--- config.mk ---
export PLATFORM = sky130hd
export DESIGN_NAME = slt_cell
export DESIGN_NICKNAME = d
export VERILOG_FILES = /design/src/hw/rtl/slt_pkg.sv /design/src/hw/rtl/slt_cell.sv
export SDC_FILE = /design/constraint.sdc
export NUM_CORES = 1
export LEC_CHECK = 0
export BUFFER_PORTS_ARGS = -buffer_cell sky130_fd_sc_hd__buf_2
export CORE_MARGIN = 4
export CORE_UTILIZATION = 47
export CTS_BUF_LIST = sky130_fd_sc_hd__clkbuf_8
export DETAILED_ROUTE_END_ITERATION = 8
export HOLD_SLACK_MARGIN = 0.03
export PLACE_DENSITY = 0.92
export SLEW_MARGIN = 0
export SYNTH_ARGS = -nofsm -noshare
export SYNTH_HDL_FRONTEND = slang
export SYNTH_SLANG_ARGS = --single-unit
--- constraint.sdc ---
create_clock -name clk -period 4.1 [get_ports clk]
set_input_delay 0.82 -clock clk [delete_from_list [all_inputs] [get_ports clk]]
set_output_delay 0.82 -clock clk [all_outputs]
set_load 0.03 [all_outputs]
--- src/hw/rtl/slt_pkg.sv ---
`default_nettype none

package slt_pkg;

    // Field widths
    localparam int VALUE_W = 32;
    localparam int COUNT_W = 7;

    // Default table depth
    localparam int DEFAULT_CAPACITY = 64;

    // Request modes
    localparam logic [1:0] MODE_INSERT = 2'd0;
    localparam logic [1:0] MODE_REMOVE = 2'd1;
    localparam logic [1:0] MODE_SEARCH = 2'd2;

    // Result status codes
    localparam logic [1:0] STATUS_DONE      = 2'd0;
    localparam logic [1:0] STATUS_FULL      = 2'd1;
    localparam logic [1:0] STATUS_EMPTY     = 2'd2;
    localparam logic [1:0] STATUS_NOT_FOUND = 2'd3;

    // Request beat
    typedef struct packed {
        logic [1:0]                mode;
        logic signed [VALUE_W-1:0] value;
    } req_t;

    // Result beat
    typedef struct packed {
        logic [1:0]         status;
        logic [COUNT_W-1:0] entry_count;
    } rsp_t;

    // Per-cycle commands broadcast to every cell
    typedef struct packed {
        logic capture;  // latch compare flags against the key
        logic insert;   // open a slot at the insert point
        logic remove;   // close the slot of the first match
    } cell_ctrl_t;

endpackage

`default_nettype wire

--- src/hw/rtl/slt_cell.sv ---
`default_nettype none

// One slot of the sorted table. Holds one entry and the result of comparing
// it with the current key; shifts toward a neighbor on insert or remove.
module slt_cell (
    input  wire                                   clk,
    input  wire slt_pkg::cell_ctrl_t              ctrl,
    input  wire logic signed [slt_pkg::VALUE_W-1:0] key,
    input  wire                                   occ,
    input  wire logic signed [slt_pkg::VALUE_W-1:0] prev_entry,
    input  wire                                   prev_lt,
    input  wire logic signed [slt_pkg::VALUE_W-1:0] next_entry,
    output logic signed [slt_pkg::VALUE_W-1:0]    entry,
    output logic                                  lt,
    output logic                                  eq
);

    logic signed [slt_pkg::VALUE_W-1:0] entry_reg;
    logic signed [slt_pkg::VALUE_W-1:0] entry_next;
    logic                               lt_reg;
    logic                               eq_reg;

    // Shift selection: insert pulls from the lower neighbor (or takes the key
    // at the boundary), remove pulls from the upper neighbor at and past the match
    always_comb
    begin
        entry_next = entry_reg;
        if (ctrl.insert)
        begin
            if (!lt_reg)
            begin
                entry_next = prev_lt ? key : prev_entry;
            end
        end
        else if (ctrl.remove)
        begin
            if (occ && !lt_reg)
            begin
                entry_next = next_entry;
            end
        end
    end

    // Entry and compare flags (data only, no reset)
    always_ff @(posedge clk)
    begin
        if (ctrl.capture)
        begin
            lt_reg <= occ && (entry_reg < key);
            eq_reg <= occ && (entry_reg == key);
        end
        entry_reg <= entry_next;
    end

    assign entry = entry_reg;
    assign lt    = lt_reg;
    assign eq    = eq_reg;

endmodule

`default_nettype wire

==> metrics.md <==
| Metric | Value |
|---|---|
| Status | complete, no violations |
| Clock tree from TritonCTS | built |
| Final Setup Violations | 0 |
| TritonCTS sink count | 34 |
| Area Growth Syn to Fin | 32.1% |
| MaxCap Viol Count | 0 |
| CTS resizes | 0 |
| H-tree depth | 2 |
| Cts hold-fix bufs | 0 |
| Vias per inst | 5.03 |
| Critical path, cell by cell | buf_2 > inv_1 > ha_1 > nand4_1 > nor4_1 > nor2_1 > a21oi_2 > mux2i_1 |
| First-pass GRT wire length | 9800 µm |
| Worst slew margin relative to its limit | 35.7% |
| Clock latency on the worst-skew pair | 0.27 ns |
| Mapped Area | 0.00252 mm² |
| Largest net degree at the start of global routing | 65 |
| Minimum clock period | 2.19 ns |
| Setup TNS | 0 ns |
| Count of warnings emitted by yosys | 0 |
| Worst Hold Path EP | lt |
| CP peak stage delay | 0.48 ns |
| Commonest non-fill, non-tap cell in the layout | buf_2 |
| Syn Inst Count | 261 |
| Req. time, crit path | 4.22 ns |
| Fmax | 456 MHz |
| Detailed Route Iter0 Violations | 73 |
| Routed WL | 6520 µm |
| CP Max Fanout | 3 |
| Hold_sp | ctrl[2] |
| Overall Global Routing Usage | 19.0% |
| Crit. End Element | flip-flop |
| Total CTS buffers | 5 |
| Hold Crit Class | input pin to flip-flop |
| Initial antenna violation count | 1 |
| FF-to-FF Start | entry[14] |
| Worst EP arrival | 2.32 ns |
| Detailed-route via count | 2330 |
| Final cycle utilization of the critical path | 53.4% |
| Hold Violations, Final | 0 |
| R2r setup slk | 2.17 ns |
| Path depth of the worst reg2reg path | 6 |
| Clock skew | 0.00455 ns |
| Crit Path Class | input pin to flip-flop |
| Inst Count DP | 456 |
| Fin. max-slew vios | 0 |
| Synth Area per Inst | 9.67 µm² |
| IR Drop Worst-Case VDD | 0.200 mV |
| Lkg Pwr | 1.73 nW |
| Final RePlAce weighted congestion | 0.720 |
| WL/cell | 14.1 µm |
| Die area | 0.00661 mm² |
| Share of cells above drive strength 1 | 37.4% |
| Die height | 81.3 µm |
| Number of global-route vias before repair | 2261 |
| Ant diodes | 0 |
| Register area share after synthesis | 40.4% |
| Commonest cells after routing, fill and taps aside | buf_2, a21oi_1, inv_1 |
| Antenna violation net count after detailed routing | 0 |
| R2r endpoint | lt |
| Clk pin slew, worst setup/hold paths | 0.07 ns |
| Slowest library cell on the worst path | nor4_1 |
| Root Driver | clkbuf_8 |
| IO Port Bufs | 135 |
| DR DRC count | 0 |
| CORE AREA | 0.00517 mm² |
| Nets | 527 |
| Total iterations of the first detailed-routing run | 6 |
| Pwr dens | 291 mW/mm² |
| Tot Pwr | 972 µW |
| # Post-CTS Setup Buffers | 0 |
| RSZ-0062 raised after global routing | no |
| Final setup margin | 1.91 ns |
| # IOs | 136 |
| Post-Place Worst Slack | 1.60 ns |
| Total global routing overflow | 0 |
| Syn Nets | 395 |
| Critical Path Source Type | input pin |
| Largest register FFs | 32 |
| Final cell count without fillers | 463 |
| Seq cells post-synth | 34 |
| Unique masters post-synth | 25 |
| Worst-case clock buffer depth | 2 |
| Hpwl dp | 5330 µm |
| Die width | 81.3 µm |
| Floorplan row count | 26 |
| Pin slew with the least headroom to its limit | 0.965 ns |
| WHS Path Cells | 1 |
| Starting density of the core | 48.8% |
[report_power, final]
part	total [mW]	switching, mW	internal (mW)	leakage [nW]
sequential	0.437	0.0151	0.422	0.324
clock	0.226	0.114	0.112	0.0466
combinational	0.308	0.184	0.124	1.36
total	0.972	0.313	0.658	1.73
[how the worst max path moves through the flow]
stage,start,to,slack [ns],cells past startpoint
after floorplan,ctrl[1],entry[0],0.89,4
after global routing,key[31],lt,1.75,8
after global placement,key[31],lt,1.60,8
after CTS,key[31],lt,1.88,8
final,key[31],lt,1.91,8
after detailed placement,key[31],lt,1.60,8
[cell type report]
type / instances / area [µm²]
Clock inverter: 2 / 7.51
Sequential cell: 34 / 1020
Tap cell: 70 / 87.6
Clock buffer: 5 / 68.8
Fill cell: 435 / 1840
Timing Repair Buffer: 136 / 683
Inverter: 34 / 128
Multi-Input combinational cell: 182 / 1340
[metal layers]
| metal | global-route usage [%] | vias up | part of all wire, % |
|---|---|---|---|
| met4 | 4.73 | 2 | 1.2 |
| li1 | - | 1195 | - |
| met5 | 0 | - | 0.11 |
| met2 | 36.8 | 89 | 52 |
| met1 | 21.1 | 1032 | 40 |
| met3 | 3.44 | 12 | 6.8 |
[cells by family (layout without fill, tap and decap cells)]
kind of cell | Yosys count | count (layout) | share of synthesized area, %
adders and majority gates | 32 | 32 | 15.9
AOI/OAI and AO/OA | 60 | 60 | 13.6
buffers and inverters | 45 | 177 | 6.84
and+or+nand+nor | 57 | 57 | 10.2
DFF | 34 | 34 | 40.4
muxes | 33 | 33 | 13.1
[worst max-delay path, delay by kind of cell]
kind                       cells  cell delay, ns
adders and majority gates      1            0.31
and+or+nand+nor                3            0.70
buffers and inverters          2            0.15
muxes                          1            0.20
AOI/OAI and AO/OA              1            0.13
[Yosys cell counts (all sizes together)]
master,count,area share (%)
clkbuf,7,1.0
nand4,6,1.7
nor2,35,5.2
a2111oi,1,1.1
inv,34,5.1
mux2i,33,13
nor3,1,0.20
a21o,2,0.59
nand2b,1,0.25
nand3b,1,0.30
nor4,2,0.74
o21ai,5,0.99
nand2,8,1.2
nand3,3,0.59
a21oi,49,10
o21a,2,0.59
buf,4,0.74
a22oi,1,0.30
edfxtp,34,40
ha,32,16
[stage by stage]
stage / hold slack [ns] / cell area, µm² / util (%)
6_report: 0.779 / 3330 / 64.5
5_1_grt: 0.777 / 3330 / 64.5
4_1_cts: 0.779 / 3330 / 64.5
3_5_place_dp: 0.814 / 3260 / 63.0
3_3_place_gp: 0.802 / 3260 / 63.0
2_1_floorplan: 0.932 / 2520 / -
Note: power is estimated with default switching activity, not from simulation.
